**config.mk**
```make
export PLATFORM = sky130hd
export DESIGN_NAME = rle_repeat_escape_decoder_flat
export DESIGN_NICKNAME = d
export VERILOG_FILES = /design/src/rle_dec_pkg.sv /design/src/rle_dec_if.sv /design/src/rle_dec_outq.sv /design/src/rle_repeat_escape_decoder.sv /design/src/flat_wrapper.sv
export SDC_FILE = /design/constraint.sdc
export NUM_CORES = 1
export LEC_CHECK = 0
export BUFFER_PORTS_ARGS = -buffer_cell sky130_fd_sc_hd__buf_4
export CORE_MARGIN = 2
export CORE_UTILIZATION = 40
export DETAILED_ROUTE_END_ITERATION = 8
export PLACE_DENSITY_LB_ADDON = 0.1
export SYNTH_ARGS = -nofsm -noshare
export SYNTH_HDL_FRONTEND = slang
export SYNTH_SLANG_ARGS = --single-unit
```
**constraint.sdc**
```tcl
create_clock -name clk -period 6.7 [get_ports clk]
set_input_delay 1.005 -clock clk [delete_from_list [all_inputs] [get_ports clk]]
set_output_delay 1.005 -clock clk [all_outputs]
set_load 0.1 [all_outputs]
```
**src/rle_dec_pkg.sv**
```systemverilog
// shared types and constants for the run-length record decoder
package rle_dec_pkg;

  localparam int BYTE_W      = 8;
  localparam int OUT_WORD_W  = 64;
  localparam int REC_BYTES_W = 11;
  localparam int CFG_ADDR_W  = 3;
  localparam int CFG_DATA_W  = 32;
  localparam int COUNT_W     = 8;

  localparam logic [REC_BYTES_W-1:0] REC_BYTES_RST = 11'h2A8;
  localparam logic                   CFG_IDX_RECORD_BYTES = 1'b0;

  localparam logic STATUS_DATA  = 1'b0;
  localparam logic STATUS_TRUNC = 1'b1;

  typedef enum logic [1:0] {
    PH_LIT,
    PH_COUNT,
    PH_POST,
    PH_DONE
  } phase_t;

  typedef enum logic [2:0] {
    ST_IDLE,
    ST_CHECK,
    ST_PUT,
    ST_PAD,
    ST_TAIL,
    ST_END
  } state_t;

  typedef struct packed {
    logic [OUT_WORD_W-1:0] word;
    logic                  status;
    logic                  record_last;
  } res_t;

  typedef struct packed {
    logic push;
    logic close;
  } outq_ctl_t;

  typedef struct packed {
    logic can_push;
    logic close_ok;
    logic hold_empty;
  } outq_sts_t;

endpackage

```
**src/rle_dec_if.sv**
```systemverilog
// handshake channels for source bytes and decoded results
interface rle_dec_in_if import rle_dec_pkg::*; ();
  logic              valid;
  logic              ready;
  logic [BYTE_W-1:0] in_byte;
  logic              in_last;

  modport source (output valid, in_byte, in_last, input ready);
  modport sink (input valid, in_byte, in_last, output ready);
endinterface

interface rle_dec_out_if import rle_dec_pkg::*; ();
  logic                  valid;
  logic                  ready;
  logic [OUT_WORD_W-1:0] out_word;
  logic                  status;
  logic                  record_last;
  logic                  burst_last;

  modport source (output valid, out_word, status, record_last, burst_last, input ready);
  modport sink (input valid, out_word, status, record_last, burst_last, output ready);
endinterface

```
**src/rle_dec_outq.sv**
```systemverilog
// result hold stage and output register, marks the last result of each burst
module rle_dec_outq import rle_dec_pkg::*; (
  input  logic                 clk,
  input  logic                 rst_n,
  input  outq_ctl_t            ctl,
  input  res_t                 res,
  output outq_sts_t            sts,
  rle_dec_out_if.source        out_chan
);

  logic hold_v_r, hold_v_nxt;
  res_t hold_r, hold_nxt;
  logic out_v_r, out_v_nxt;
  res_t out_r, out_nxt;
  logic burst_r, burst_nxt;
  logic out_free;
  logic move;

  assign out_free = !out_v_r || out_chan.ready;
  assign move     = hold_v_r && out_free && (ctl.push || ctl.close);

  assign sts.can_push   = !hold_v_r || out_free;
  assign sts.close_ok   = !hold_v_r || out_free;
  assign sts.hold_empty = !hold_v_r;

  always_comb begin
    out_v_nxt  = out_v_r;
    out_nxt    = out_r;
    burst_nxt  = burst_r;
    hold_v_nxt = hold_v_r;
    hold_nxt   = hold_r;
    if (out_chan.ready) begin
      out_v_nxt = 1'b0;
    end
    if (move) begin
      out_v_nxt  = 1'b1;
      out_nxt    = hold_r;
      burst_nxt  = ctl.close;
      hold_v_nxt = 1'b0;
    end
    if (ctl.push) begin
      hold_v_nxt = 1'b1;
      hold_nxt   = res;
    end
  end

  always_ff @(posedge clk) begin
    if (!rst_n) begin
      hold_v_r <= 1'b0;
      out_v_r  <= 1'b0;
    end else begin
      hold_v_r <= hold_v_nxt;
      out_v_r  <= out_v_nxt;
    end
    hold_r  <= hold_nxt;
    out_r   <= out_nxt;
    burst_r <= burst_nxt;
  end

  assign out_chan.valid       = out_v_r;
  assign out_chan.out_word    = out_r.word;
  assign out_chan.status      = out_r.status;
  assign out_chan.record_last = out_r.record_last;
  assign out_chan.burst_last  = burst_r;

endmodule

```
**src/rle_repeat_escape_decoder.sv**
```systemverilog
// top level: byte-serial run-length record decoder with apb length register
// a result waits in the hold stage until the next result or the end of its byte; a new source
//   byte is taken only once the previous one is fully decoded
// the word shift register takes one decoded byte per cycle while a completed word is not waiting
//   for room in the hold stage; zero pad bytes fill a final partial word
// reset: synchronous active-low rst_n clears the record state, record_bytes goes to 680
module rle_repeat_escape_decoder import rle_dec_pkg::*; #(
  parameter int MAX_RECORD_BYTES = 1024,
  parameter int WORD_BYTES       = 8
) (
  input  logic                  clk,
  input  logic                  rst_n,
  rle_dec_in_if.sink            in_chan,
  rle_dec_out_if.source         out_chan,
  input  logic                  cfg_psel,
  input  logic                  cfg_penable,
  input  logic                  cfg_pwrite,
  input  logic [CFG_ADDR_W-1:0] cfg_paddr,
  input  logic [CFG_DATA_W-1:0] cfg_pwdata,
  output logic [CFG_DATA_W-1:0] cfg_prdata,
  output logic                  cfg_pready
);

  localparam int CW = $clog2(MAX_RECORD_BYTES + 1);
  localparam int LW = (CW > REC_BYTES_W) ? CW : REC_BYTES_W;
  localparam int PW = WORD_BYTES * BYTE_W;
  localparam int SW = (WORD_BYTES > 1) ? $clog2(WORD_BYTES) : 1;
  localparam logic [LW-1:0] MAX_L = LW'(MAX_RECORD_BYTES);

  state_t                 state_r, state_nxt;
  phase_t                 phase_r, phase_nxt;
  logic [BYTE_W-1:0]      pb_r, pb_nxt;
  logic                   pv_r, pv_nxt;
  logic [CW-1:0]          bw_r, bw_nxt;
  logic [PW-1:0]          pend_r, pend_nxt;
  logic [SW-1:0]          slot_r, slot_nxt;
  logic [BYTE_W-1:0]      byte_r, byte_nxt;
  logic                   last_r, last_nxt;
  logic [COUNT_W-1:0]     cnt_r, cnt_nxt;
  logic                   err_r, err_nxt;
  logic                   early_r, early_nxt;
  logic                   marker_r, marker_nxt;
  logic [REC_BYTES_W-1:0] rec_bytes_r;

  outq_ctl_t ctl;
  outq_sts_t sts;
  res_t      res;

  logic [LW-1:0]     rec_ext;
  logic [LW-1:0]     len_eff;
  logic [LW-1:0]     bw_ext;
  logic              full;
  logic              full_after;
  logic              slot_full;
  logic              can_emit;
  logic              in_xfer;
  logic              cfg_wr;
  logic [BYTE_W-1:0] put_src;
  logic [PW-1:0]     pend_sh;
  logic [PW-1:0]     pend_pad;
  logic [SW-1:0]     slot_inc;

  // configuration register
  assign cfg_pready = 1'b1;
  assign cfg_wr     = cfg_psel && cfg_penable && cfg_pwrite && cfg_pready;

  always_ff @(posedge clk) begin
    if (!rst_n) begin
      rec_bytes_r <= REC_BYTES_RST;
    end else if (cfg_wr && cfg_paddr[CFG_ADDR_W-1] == CFG_IDX_RECORD_BYTES) begin
      rec_bytes_r <= cfg_pwdata[REC_BYTES_W-1:0];
    end
  end

  assign cfg_prdata = (cfg_paddr[CFG_ADDR_W-1] == CFG_IDX_RECORD_BYTES) ?
                      CFG_DATA_W'(rec_bytes_r) : '0;

  // effective record length and byte position
  assign rec_ext    = LW'(rec_bytes_r);
  assign len_eff    = (rec_bytes_r == '0) ? LW'(1) : ((rec_ext > MAX_L) ? MAX_L : rec_ext);
  assign bw_ext     = LW'(bw_r);
  assign full       = bw_ext >= len_eff;
  assign full_after = (bw_ext + LW'(1)) >= len_eff;
  assign slot_full  = slot_r == SW'(WORD_BYTES - 1);
  assign slot_inc   = slot_full ? '0 : SW'(slot_r + 1'b1);
  assign can_emit   = sts.can_push;
  assign in_xfer    = in_chan.valid && in_chan.ready;

  // word shift register, newest byte enters at the top
  assign put_src  = (phase_r == PH_COUNT) ? pb_r : byte_r;
  assign pend_sh  = PW'({put_src, pend_r} >> BYTE_W);
  assign pend_pad = PW'({{BYTE_W{1'b0}}, pend_r} >> BYTE_W);

  // next state
  always_comb begin
    state_nxt = state_r;
    case (state_r)
      ST_IDLE: begin
        if (in_xfer) begin
          state_nxt = ST_CHECK;
        end
      end
      ST_CHECK: begin
        if (phase_r != PH_DONE && full) begin
          if (slot_r != '0) begin
            state_nxt = ST_PAD;
          end else if (can_emit) begin
            state_nxt = ST_TAIL;
          end
        end else if (phase_r == PH_DONE) begin
          state_nxt = ST_TAIL;
        end else begin
          state_nxt = ST_PUT;
        end
      end
      ST_PUT: begin
        if (cnt_r != '0 && !full) begin
          if (!slot_full && full_after) begin
            state_nxt = ST_PAD;
          end
        end else begin
          state_nxt = ST_TAIL;
        end
      end
      ST_PAD: begin
        if (slot_full && can_emit) begin
          state_nxt = early_r ? ST_TAIL : ST_PUT;
        end
      end
      ST_TAIL: begin
        if (!err_r || can_emit) begin
          state_nxt = ST_END;
        end
      end
      ST_END: begin
        if (sts.close_ok) begin
          state_nxt = ST_IDLE;
        end
      end
      default: state_nxt = ST_IDLE;
    endcase
  end

  // datapath and outputs
  always_comb begin
    phase_nxt  = phase_r;
    pb_nxt     = pb_r;
    pv_nxt     = pv_r;
    bw_nxt     = bw_r;
    pend_nxt   = pend_r;
    slot_nxt   = slot_r;
    byte_nxt   = byte_r;
    last_nxt   = last_r;
    cnt_nxt    = cnt_r;
    err_nxt    = err_r;
    early_nxt  = early_r;
    marker_nxt = marker_r;
    ctl        = '0;
    res        = '0;
    in_chan.ready = (state_r == ST_IDLE);
    case (state_r)
      ST_IDLE: begin
        if (in_xfer) begin
          byte_nxt = in_chan.in_byte;
          last_nxt = in_chan.in_last;
        end
      end
      ST_CHECK: begin
        err_nxt   = 1'b0;
        early_nxt = 1'b0;
        if (phase_r != PH_DONE && full) begin
          // length lowered under a partly built record
          if (slot_r != '0) begin
            early_nxt = 1'b1;
          end else if (can_emit) begin
            ctl.push        = 1'b1;
            res.word        = OUT_WORD_W'(pend_r);
            res.status      = STATUS_DATA;
            res.record_last = 1'b1;
            pend_nxt        = '0;
            phase_nxt       = PH_DONE;
          end
        end else begin
          case (phase_r)
            PH_LIT: begin
              marker_nxt = pv_r && (byte_r == pb_r);
              pb_nxt     = byte_r;
              pv_nxt     = 1'b1;
              cnt_nxt    = COUNT_W'(1);
            end
            PH_COUNT: begin
              cnt_nxt = byte_r;
            end
            PH_POST: begin
              pb_nxt  = byte_r;
              cnt_nxt = COUNT_W'(1);
            end
            default: begin
              cnt_nxt = '0;
            end
          endcase
        end
      end
      ST_PUT: begin
        if (cnt_r != '0 && !full) begin
          if (!slot_full || can_emit) begin
            pend_nxt = slot_full ? '0 : pend_sh;
            bw_nxt   = CW'(bw_r + 1'b1);
            slot_nxt = slot_inc;
            cnt_nxt  = COUNT_W'(cnt_r - 1'b1);
            if (slot_full) begin
              ctl.push        = 1'b1;
              res.word        = OUT_WORD_W'(pend_sh);
              res.status      = STATUS_DATA;
              res.record_last = full_after;
            end
          end
        end else begin
          case (phase_r)
            PH_LIT: begin
              if (marker_r) begin
                if (last_r) begin
                  err_nxt = 1'b1;
                end else begin
                  phase_nxt = full ? PH_DONE : PH_COUNT;
                end
              end else if (full) begin
                phase_nxt = PH_DONE;
              end else if (last_r) begin
                err_nxt = 1'b1;
              end
            end
            PH_COUNT: begin
              if (full) begin
                phase_nxt = PH_DONE;
              end else if (last_r) begin
                err_nxt = 1'b1;
              end else begin
                phase_nxt = PH_POST;
              end
            end
            PH_POST: begin
              if (full) begin
                phase_nxt = PH_DONE;
              end else if (last_r) begin
                err_nxt = 1'b1;
              end else begin
                phase_nxt = PH_LIT;
              end
            end
            default: begin
              err_nxt = 1'b0;
            end
          endcase
        end
      end
      ST_PAD: begin
        if (!slot_full || can_emit) begin
          pend_nxt = slot_full ? '0 : pend_pad;
          slot_nxt = slot_inc;
          if (slot_full) begin
            ctl.push        = 1'b1;
            res.word        = OUT_WORD_W'(pend_pad);
            res.status      = STATUS_DATA;
            res.record_last = 1'b1;
            if (early_r) begin
              phase_nxt = PH_DONE;
            end
          end
        end
      end
      ST_TAIL: begin
        if (!err_r || can_emit) begin
          if (err_r) begin
            ctl.push        = 1'b1;
            res.word        = '0;
            res.status      = STATUS_TRUNC;
            res.record_last = 1'b1;
          end
          if (last_r) begin
            phase_nxt = PH_LIT;
            pb_nxt    = '0;
            pv_nxt    = 1'b0;
            bw_nxt    = '0;
            pend_nxt  = '0;
            slot_nxt  = '0;
          end
        end
      end
      ST_END: begin
        ctl.close = 1'b1;
      end
      default: begin
        ctl = '0;
      end
    endcase
  end

  always_ff @(posedge clk) begin
    if (!rst_n) begin
      state_r  <= ST_IDLE;
      phase_r  <= PH_LIT;
      pb_r     <= '0;
      pv_r     <= 1'b0;
      bw_r     <= '0;
      pend_r   <= '0;
      slot_r   <= '0;
      err_r    <= 1'b0;
      early_r  <= 1'b0;
      marker_r <= 1'b0;
      last_r   <= 1'b0;
      cnt_r    <= '0;
    end else begin
      state_r  <= state_nxt;
      phase_r  <= phase_nxt;
      pb_r     <= pb_nxt;
      pv_r     <= pv_nxt;
      bw_r     <= bw_nxt;
      pend_r   <= pend_nxt;
      slot_r   <= slot_nxt;
      err_r    <= err_nxt;
      early_r  <= early_nxt;
      marker_r <= marker_nxt;
      last_r   <= last_nxt;
      cnt_r    <= cnt_nxt;
    end
    byte_r <= byte_nxt;
  end

  rle_dec_outq u_outq (
    .clk      (clk),
    .rst_n    (rst_n),
    .ctl      (ctl),
    .res      (res),
    .sts      (sts),
    .out_chan (out_chan)
  );

  // no result may be left waiting once the block is ready for a new byte
  a_idle_hold_empty: assert property (@(posedge clk) disable iff (!rst_n)
    state_r == ST_IDLE |-> sts.hold_empty)
    else $error("result left in hold stage while idle");

  // error results carry a zero word and close the record
  a_err_shape: assert property (@(posedge clk) disable iff (!rst_n)
    out_chan.valid && out_chan.status |-> out_chan.out_word == '0 && out_chan.record_last)
    else $error("malformed truncation result");

  // zero padding only happens on a complete record
  a_pad_full: assert property (@(posedge clk) disable iff (!rst_n)
    state_r == ST_PAD |-> full && phase_r != PH_DONE)
    else $error("padding before record complete");

  // a byte transfer always starts a decode pass
  a_xfer_check: assert property (@(posedge clk) disable iff (!rst_n)
    in_xfer |=> state_r == ST_CHECK)
    else $error("byte transfer not followed by decode");

endmodule
```
**src/flat_wrapper.sv**
```systemverilog
// flat-port wrapper written by rule: the top's interface ports become plain ports
module rle_repeat_escape_decoder_flat import rle_dec_pkg::*;
#(
  parameter int MAX_RECORD_BYTES = 1024,
  parameter int WORD_BYTES       = 8
)
  (clk, rst_n, cfg_psel, cfg_penable, cfg_pwrite, cfg_paddr, cfg_pwdata, cfg_prdata, cfg_pready, in_chan_valid, in_chan_in_byte, in_chan_in_last, in_chan_ready, out_chan_valid, out_chan_out_word, out_chan_status, out_chan_record_last, out_chan_burst_last, out_chan_ready);
  rle_dec_in_if in_chan_i ();
  rle_dec_out_if out_chan_i ();
  input  logic clk;
  input  logic rst_n;
  input  logic cfg_psel;
  input  logic cfg_penable;
  input  logic cfg_pwrite;
  input  logic [CFG_ADDR_W-1:0] cfg_paddr;
  input  logic [CFG_DATA_W-1:0] cfg_pwdata;
  output logic [CFG_DATA_W-1:0] cfg_prdata;
  output logic cfg_pready;
  input wire logic [$bits(in_chan_i.valid)-1:0] in_chan_valid;
  input wire logic [$bits(in_chan_i.in_byte)-1:0] in_chan_in_byte;
  input wire logic [$bits(in_chan_i.in_last)-1:0] in_chan_in_last;
  output wire logic [$bits(in_chan_i.ready)-1:0] in_chan_ready;
  output wire logic [$bits(out_chan_i.valid)-1:0] out_chan_valid;
  output wire logic [$bits(out_chan_i.out_word)-1:0] out_chan_out_word;
  output wire logic [$bits(out_chan_i.status)-1:0] out_chan_status;
  output wire logic [$bits(out_chan_i.record_last)-1:0] out_chan_record_last;
  output wire logic [$bits(out_chan_i.burst_last)-1:0] out_chan_burst_last;
  input wire logic [$bits(out_chan_i.ready)-1:0] out_chan_ready;
  assign in_chan_i.valid = in_chan_valid;
  assign in_chan_i.in_byte = in_chan_in_byte;
  assign in_chan_i.in_last = in_chan_in_last;
  assign in_chan_ready = in_chan_i.ready;
  assign out_chan_valid = out_chan_i.valid;
  assign out_chan_out_word = out_chan_i.out_word;
  assign out_chan_status = out_chan_i.status;
  assign out_chan_record_last = out_chan_i.record_last;
  assign out_chan_burst_last = out_chan_i.burst_last;
  assign out_chan_i.ready = out_chan_ready;
  rle_repeat_escape_decoder #(.MAX_RECORD_BYTES(MAX_RECORD_BYTES), .WORD_BYTES(WORD_BYTES)) u_core (.clk(clk), .rst_n(rst_n), .in_chan(in_chan_i), .out_chan(out_chan_i), .cfg_psel(cfg_psel), .cfg_penable(cfg_penable), .cfg_pwrite(cfg_pwrite), .cfg_paddr(cfg_paddr), .cfg_pwdata(cfg_pwdata), .cfg_prdata(cfg_prdata), .cfg_pready(cfg_pready));
endmodule
```
After elaboration in Yosys (flattened, before gate mapping)
Cells that the tools add are included.

storage, ports and cells
  bits of input ports = 51
  register bits after elaboration = 258
  output and inout port bits = 102

cells by class
  equal/unequal tests = 35
  mux-type cells = 105
  add/sub/neg operators = 3
  magnitude comparators = 3
  bitwise operators = 2
  reductions and logical operators = 46

operator list
  operator                 count
  $mux W64                 9
  $mux W66                 8
  $pmux W66 S4             1
  $pmux W64 S4             1
  $mux W11                 7
  $mux W8                  8
  $mux W58                 1
  $mux W56                 1
  $mux W3                  16
  $pmux W8 S2              3
  $mux W2                  18
  $mux W1                  23
  $ge A11 B11 Y1           2
  $ne A2 B1 Y1 const B     11
  $pmux W11 S2             1
  $pmux W3 S6              1
  $reduce_and A15 Y1       1
  $reduce_and A5 Y1        3
  $ne A2 B2 Y1 const B     7
  $ne A4 B4 Y1 const B     3
  $add A11 B1 Y11 const B  1
  $gt A11 B11 Y1 const B   1
  $logic_and A1 B1 Y1      11
  $logic_not A11 Y1        1
  31 further kinds         55

Depth between registers and ports, before layout
  word-level depth = 12
  gate-level depth with buffers = 13

Cells and area by module
From an unflattened synthesis, not the netlist that was laid out.

second synthesis, totals
  cell total of the unflattened synthesis = 907
  area, all modules = 10,999.3 um^2

modules (own cells, without submodules)
  module                     cells each  instances  area each (um^2)  seq. area each (um^2)
  rle_repeat_escape_decoder  761         1          6,895.4           2,542.4
  rle_dec_outq               146         1          4,103.9           4,033.9

Worst setup path before layout
Ideal clock, no wire load.

  path kind = reg2reg
  start = reg u_core.rec_bytes_r[10]
  end = reg u_core.u_outq.burst_r (netlist: u_core.u_outq.out_chan.burst_last) (enable)
  required time = 6,200 ps
  arrival = 5,219 ps
  path slack = 980 ps
  buffers on the path = 2
  stages on the path, launching flop included = 13
  cells stage by stage = dfxtp_1 > inv_1 > clkbuf_1 > nand2_1 > ha_1 > a211oi_1 > nand2_1 > a21oi_2 > nand3_1 > buf_4 > nor3_1 > o31ai_1 > nor2b_1

on the way
  cells in the longest elaborated chain, start to end = 10
  elaborated cells between the ends (all ways) = 13
  classes of those cells = order compare (2); mux (5); reduce/logical (6)

RTL lines
  element                  line                              text
  from (decl)              rle_repeat_escape_decoder.sv:43   logic [REC_BYTES_W-1:0] rec_bytes_r;
  from (signal assigned)   rle_repeat_escape_decoder.sv:71   rec_bytes_r <= cfg_pwdata[REC_BYTES_W-1:0];
  $gt A11 B11 Y1           rle_repeat_escape_decoder.sv:80   assign len_eff = (rec_bytes_r == '0) ? LW'(1) : ((rec_ext > MAX_L) ? MAX_L : rec_ext);
  $mux W11                 rle_repeat_escape_decoder.sv:80
  $mux W11 (*)             rle_repeat_escape_decoder.sv:80
  $ge A11 B11 Y1 (*)       rle_repeat_escape_decoder.sv:82   assign full = bw_ext >= len_eff;
  $logic_not A1 Y1         rle_repeat_escape_decoder.sv:205  if (cnt_r != '0 && !full) begin
  $logic_and A1 B1 Y1      rle_repeat_escape_decoder.sv:205
  $mux W1                  rle_repeat_escape_decoder.sv:205
  $pmux W1 S4 (*)          rle_repeat_escape_decoder.sv:161  case (state_r)
  $logic_or A1 B1 Y1 (*)   rle_dec_outq.sv:20                assign move = hold_v_r && out_free && (ctl.push || ctl.close);
  $logic_and A1 B1 Y1 (*)  rle_dec_outq.sv:20
  net u_core.u_outq.move   rle_dec_outq.sv:17                logic move;
  to (signal assigned)     rle_dec_outq.sv:57                burst_r <= burst_nxt;
  to (decl)                rle_dec_outq.sv:15                logic burst_r, burst_nxt;

The timed path passes the listed nets; every way through them passes the cells marked *.
A chain may end at the register's enable or synchronous reset.

Worst setup path after layout
  start = reg u_core.rec_bytes_r[10]
  end = reg u_core.u_outq.out_r, in the netlist u_core.u_outq.out_chan.out_word[1] (enable)

on the way
  cells in the longest elaborated chain, start to end = 10
  elaborated cells between the ends (all ways) = 13
  classes of those cells = order compare (2); mux (5); reduce/logical (6)

RTL lines
  element                  line                              text
  $gt A11 B11 Y1           rle_repeat_escape_decoder.sv:80
  $mux W11                 rle_repeat_escape_decoder.sv:80
  $mux W11 (*)             rle_repeat_escape_decoder.sv:80
  $ge A11 B11 Y1 (*)       rle_repeat_escape_decoder.sv:82
  $logic_not A1 Y1         rle_repeat_escape_decoder.sv:205
  $logic_and A1 B1 Y1      rle_repeat_escape_decoder.sv:205
  $mux W1                  rle_repeat_escape_decoder.sv:205
  $pmux W1 S4 (*)          rle_repeat_escape_decoder.sv:161
  $logic_or A1 B1 Y1 (*)   rle_dec_outq.sv:20
  $logic_and A1 B1 Y1 (*)  rle_dec_outq.sv:20
  net u_core.u_outq.move   rle_dec_outq.sv:17
  to (signal assigned)     rle_dec_outq.sv:56                out_r <= out_nxt;
  to (decl)                rle_dec_outq.sv:14                res_t out_r, out_nxt;

Marks and branches as above.

==> results.yml <==
setup_path:
  worstPathRequired_ns: 6.86
  critPathCaptureType: "flip-flop"
  timing_worst_setup_path_type: "flip-flop to flip-flop"
  crit_family: "simple AND/OR/NAND/NOR gates"
  timing.critical_path.cells: "inv_1 -> nand2_1 -> ha_1 -> a211oi_1 -> nand2_1 -> a21oi_2 -> nand3_1 -> nor3_1 -> o31ai_1 -> nor2b_4 -> buf_4"
  worstPathMaxFanout: 48
  critical-path-top-cell-by-count: "sky130_fd_sc_hd__nand2_1"
  path_depth: 11
  critical_path.n_buffers_inverters: 2
  crit_arrival_ns: 4.50
  r2r.worst_path.cells: 11
  cpPeakStageDelay_ns: 0.61
  setup.worst_path.start_class: "flip-flop"
  worst_path_max_delay_cell: "sky130_fd_sc_hd__buf_4"
clock_tree:
  cts.path.max_buffers: 3
  master_cell_of_the_clock_root_buffer: "sky130_fd_sc_hd__clkbuf_16"
  cts.htree.levels: 1
  cts.reportedPaths.clkPinSlew_ns: 0.06
  clk-insertion-delay-late_ns: 0.53
  post_cts.resized_instances: 0
  clk_sinks: 258
  tritoncts: "built"
  post_cts_hold_buffer_count: 0
  cts_made_buffers: 28
  post-cts-setup-buffer-count: 0
die:
  die_y_um: 173
  die-width_um: 173
  start_util: 0.403
  placementRows: 62
  dieArea_um2: 30100
  design.core.area_um2: 28500
  num_io_pins: 153
placed_design:
  dpl.cell_count: 1461
  place.port_buffers: 107
  placedInstanceArea_um2: 12500
  post-dp-hpwl_mm: 15.6
  placer_s_final_routability_congestion_estimate: 0.816
route:
  num_vias: 7699
  drt_pass1_iterations: 6
  drt_wl_total_mm: 24.6
  antenna_left: 0
  post-route-drc-count: 0
  route.detailed.vias_per_inst: 5.09
  drt-initial-drc-count: 435
  detail_route.wl_per_cell_um: 16.2
global_routing:
  grtUsageTotal: 0.162
  first_global_vias: 7378
  initial_antenna_violation_count: 0
  grt_first_pass_wirelength_mm: 39.9
  grt_start_max_net_pins: 65
  grt_overflow: 0
synthesis:
  yosys-top-cells-area: "sky130_fd_sc_hd__edfxtp_1, sky130_fd_sc_hd__dfxtp_1, sky130_fd_sc_hd__mux2i_1"
  synth-main-ff-cell: "sky130_fd_sc_hd__edfxtp_1"
  postSynthRegisterBits: 258
  synthesis.instances: 1025
  syn_area_um2: 11500
  synth.lib_cells_used.distinct: 70
  synth-edff-count: 141
  synth_sequential_area_ratio: 0.573
  synth_top_cell_by_area: "sky130_fd_sc_hd__edfxtp_1"
  post_synth.cell_area_avg_um2: 11.2
  synth_top_cell_area_share: 0.369
  synthesis.yosys.warnings: 0
  asyncSetResetFlopFracSynth: 0
sta:
  slew-limit-headroom: 0.235
  fin_tns_setup_ns: 0
  worst_hold_slack_ns: 0.416
  tightest_slew_ns: 1.15
  max_freq_mhz: 230
  rsz0062_at_grt: "no"
  fin_crit_sh: 0.648
  fin_worst_skew_ns: 0.00689
  finalSetupViolCount: 0
  report.final.slew_viol_count: 0
  final-hold-violation-count: 0
  finalWorstPathRequiredPeriod_ns: 4.34
final_layout:
  n_antenna_cell: 0
  layout_cell_share_with_drive_strength_beyond_1: 0.165
  area_growth_pct: 16.6
  num-nets-final: 1191
  post_route_standard_cell_area_excluding_fillers_um2: 13400
  layout.cells.non_filler: 1513
run_status:
  run_status: "finished clean"
min_path:
  min_path_type: "flip-flop to flip-flop"
  timing.hold.worst_path_depth: 0
power_and_ir_drop:
  cellLeakagePower_nw: 5.04
  power-per-cell-area_nw_per_um2: 327
  vdd_drop_max_mv: 0.248
job:
  max_cap_violations: 0
==> final timing paths <==
check,start,slack (ns),to
hold / removal,u_core.u_outq.hold_r[39]$_DFFE_PP_,0.42,u_core.u_outq.out_chan.out_word[37]$_DFFE_PP_
setup reg to reg,u_core.rec_bytes_r[10]$_SDFFE_PN0P_,2.36,u_core.u_outq.out_chan.out_word[1]$_DFFE_PP_
setup / recovery,u_core.rec_bytes_r[10]$_SDFFE_PN0P_,2.36,u_core.u_outq.out_chan.out_word[1]$_DFFE_PP_
hold reg to reg,u_core.u_outq.hold_r[39]$_DFFE_PP_,0.42,u_core.u_outq.out_chan.out_word[37]$_DFFE_PP_
==> area by class of cell <==
class	count	area (um2)
well taps	384	480
inverters	14	52.6
multi-input cells	691	4510
clock inverters	13	145
flip-flops and latches	258	6580
repair buffers	114	856
fillers	2695	15100
clock buffers	39	763
==> stage by stage <==
step / power (mW) / worst slack [ns] / util
finish: 4.37 / 2.36 / 0.470
global route: 4.58 / 1.86 / 0.470
CTS: 4.43 / 2.28 / 0.470
detailed placement: 2.90 / 2.30 / 0.438
global placement: 2.90 / 2.35 / 0.438
floorplan: 2.71 / 0.980 / -
==> worst reg2reg max path: cells and delay by family (launching register included) <==
kind | cells | cell delay [ns]
AND/OR/NAND/NOR | 5 | 1.70
buffers and inverters | 2 | 0.85
AO/OA/AOI/OAI | 3 | 0.74
flip-flops | 1 | 0.33
adder cells (fa/ha/maj) | 1 | 0.33
==> Yosys cell counts, drive strengths merged, types with 7 or more instances <==
| master | number |
|---|---|
| nor2b | 15 |
| o21a | 8 |
| nor3 | 22 |
| clkbuf | 35 |
| nand2b | 7 |
| xnor2 | 9 |
| nand2 | 194 |
| nand3 | 39 |
| inv | 13 |
| mux2i | 77 |
| buf | 47 |
| dfxtp | 117 |
| mux2 | 9 |
| a22o | 56 |
| a211oi | 10 |
| xor2 | 8 |
| edfxtp | 141 |
| a21oi | 32 |
| nor2 | 32 |
| ha | 33 |
| and2 | 15 |
| o21ai | 30 |
==> sequential cells by signal (all words and copies together), names as in the netlist, 2 cells and up <==
signal                           cells
u_core.bw_ext                       11
u_core.byte_r                        8
u_core.cnt_r                         8
u_core.pb_r                          8
u_core.pend_r                       64
u_core.phase_r                       2
u_core.rec_bytes_r                  11
u_core.slot_r                        3
u_core.state_r                       3
u_core.u_outq.hold_r                66
u_core.u_outq.out_chan.out_word     64
==> power by group <==
part           internal [mW]  switching (mW)  leakage [nW]  total (mW)
Clock                  0.909           0.599         0.436        1.51
Combinational          0.374           0.677          2.50        1.05
Sequential              1.73          0.0863          2.11        1.81
Total                   3.01            1.36          5.04        4.37
==> cell families (layout without fill, tap and decap cells) <==
| kind of cell | Yosys count | in the layout | synth area share |
|---|---|---|---|
| compound gates | 181 | 181 | 0.116 |
| xor+xnor | 17 | 17 | 0.0130 |
| fa+ha+maj | 33 | 33 | 0.0360 |
| buf+inv | 96 | 180 | 0.0437 |
| flops | 258 | 258 | 0.573 |
| mux | 86 | 86 | 0.0773 |
| other cells | 2 | 22 | 0.000654 |
| simple gates | 352 | 352 | 0.141 |
==> cell usage in the layout, fill, tap and decap left out, types with 7 or more instances in the layout <==
cell	n
sky130_fd_sc_hd__nand2_1	193
sky130_fd_sc_hd__edfxtp_1	141
sky130_fd_sc_hd__dfxtp_1	117
sky130_fd_sc_hd__buf_4	114
sky130_fd_sc_hd__mux2i_1	77
sky130_fd_sc_hd__a22o_1	56
sky130_fd_sc_hd__nand3_1	37
sky130_fd_sc_hd__ha_1	33
sky130_fd_sc_hd__a21oi_1	31
sky130_fd_sc_hd__nor2_1	29
sky130_fd_sc_hd__clkbuf_16	29
sky130_fd_sc_hd__o21ai_0	26
sky130_fd_sc_hd__conb_1	22
sky130_fd_sc_hd__nor3_1	20
sky130_fd_sc_hd__nor2b_1	14
sky130_fd_sc_hd__and2_1	14
sky130_fd_sc_hd__inv_1	12
sky130_fd_sc_hd__clkbuf_1	10
sky130_fd_sc_hd__xnor2_1	9
sky130_fd_sc_hd__o21a_1	8
sky130_fd_sc_hd__xor2_1	8
sky130_fd_sc_hd__a211oi_1	7
sky130_fd_sc_hd__nand2b_1	7
==> routing by layer <==
| layer | part of all wire | vias to the layer above | GRT usage | routed length (um) |
|---|---|---|---|---|
| li1 | - | 3835 | - | - |
| met1 | 0.48 | 3667 | 0.231 | 11700 |
| met2 | 0.46 | 163 | 0.263 | 11400 |
| met3 | 0.041 | 34 | 0.0202 | 1000 |
| met4 | 0.017 | 0 | 0.0385 | 417 |
| met5 | 0 | - | 0 | 0 |
Power figures use the tool's default switching activity.
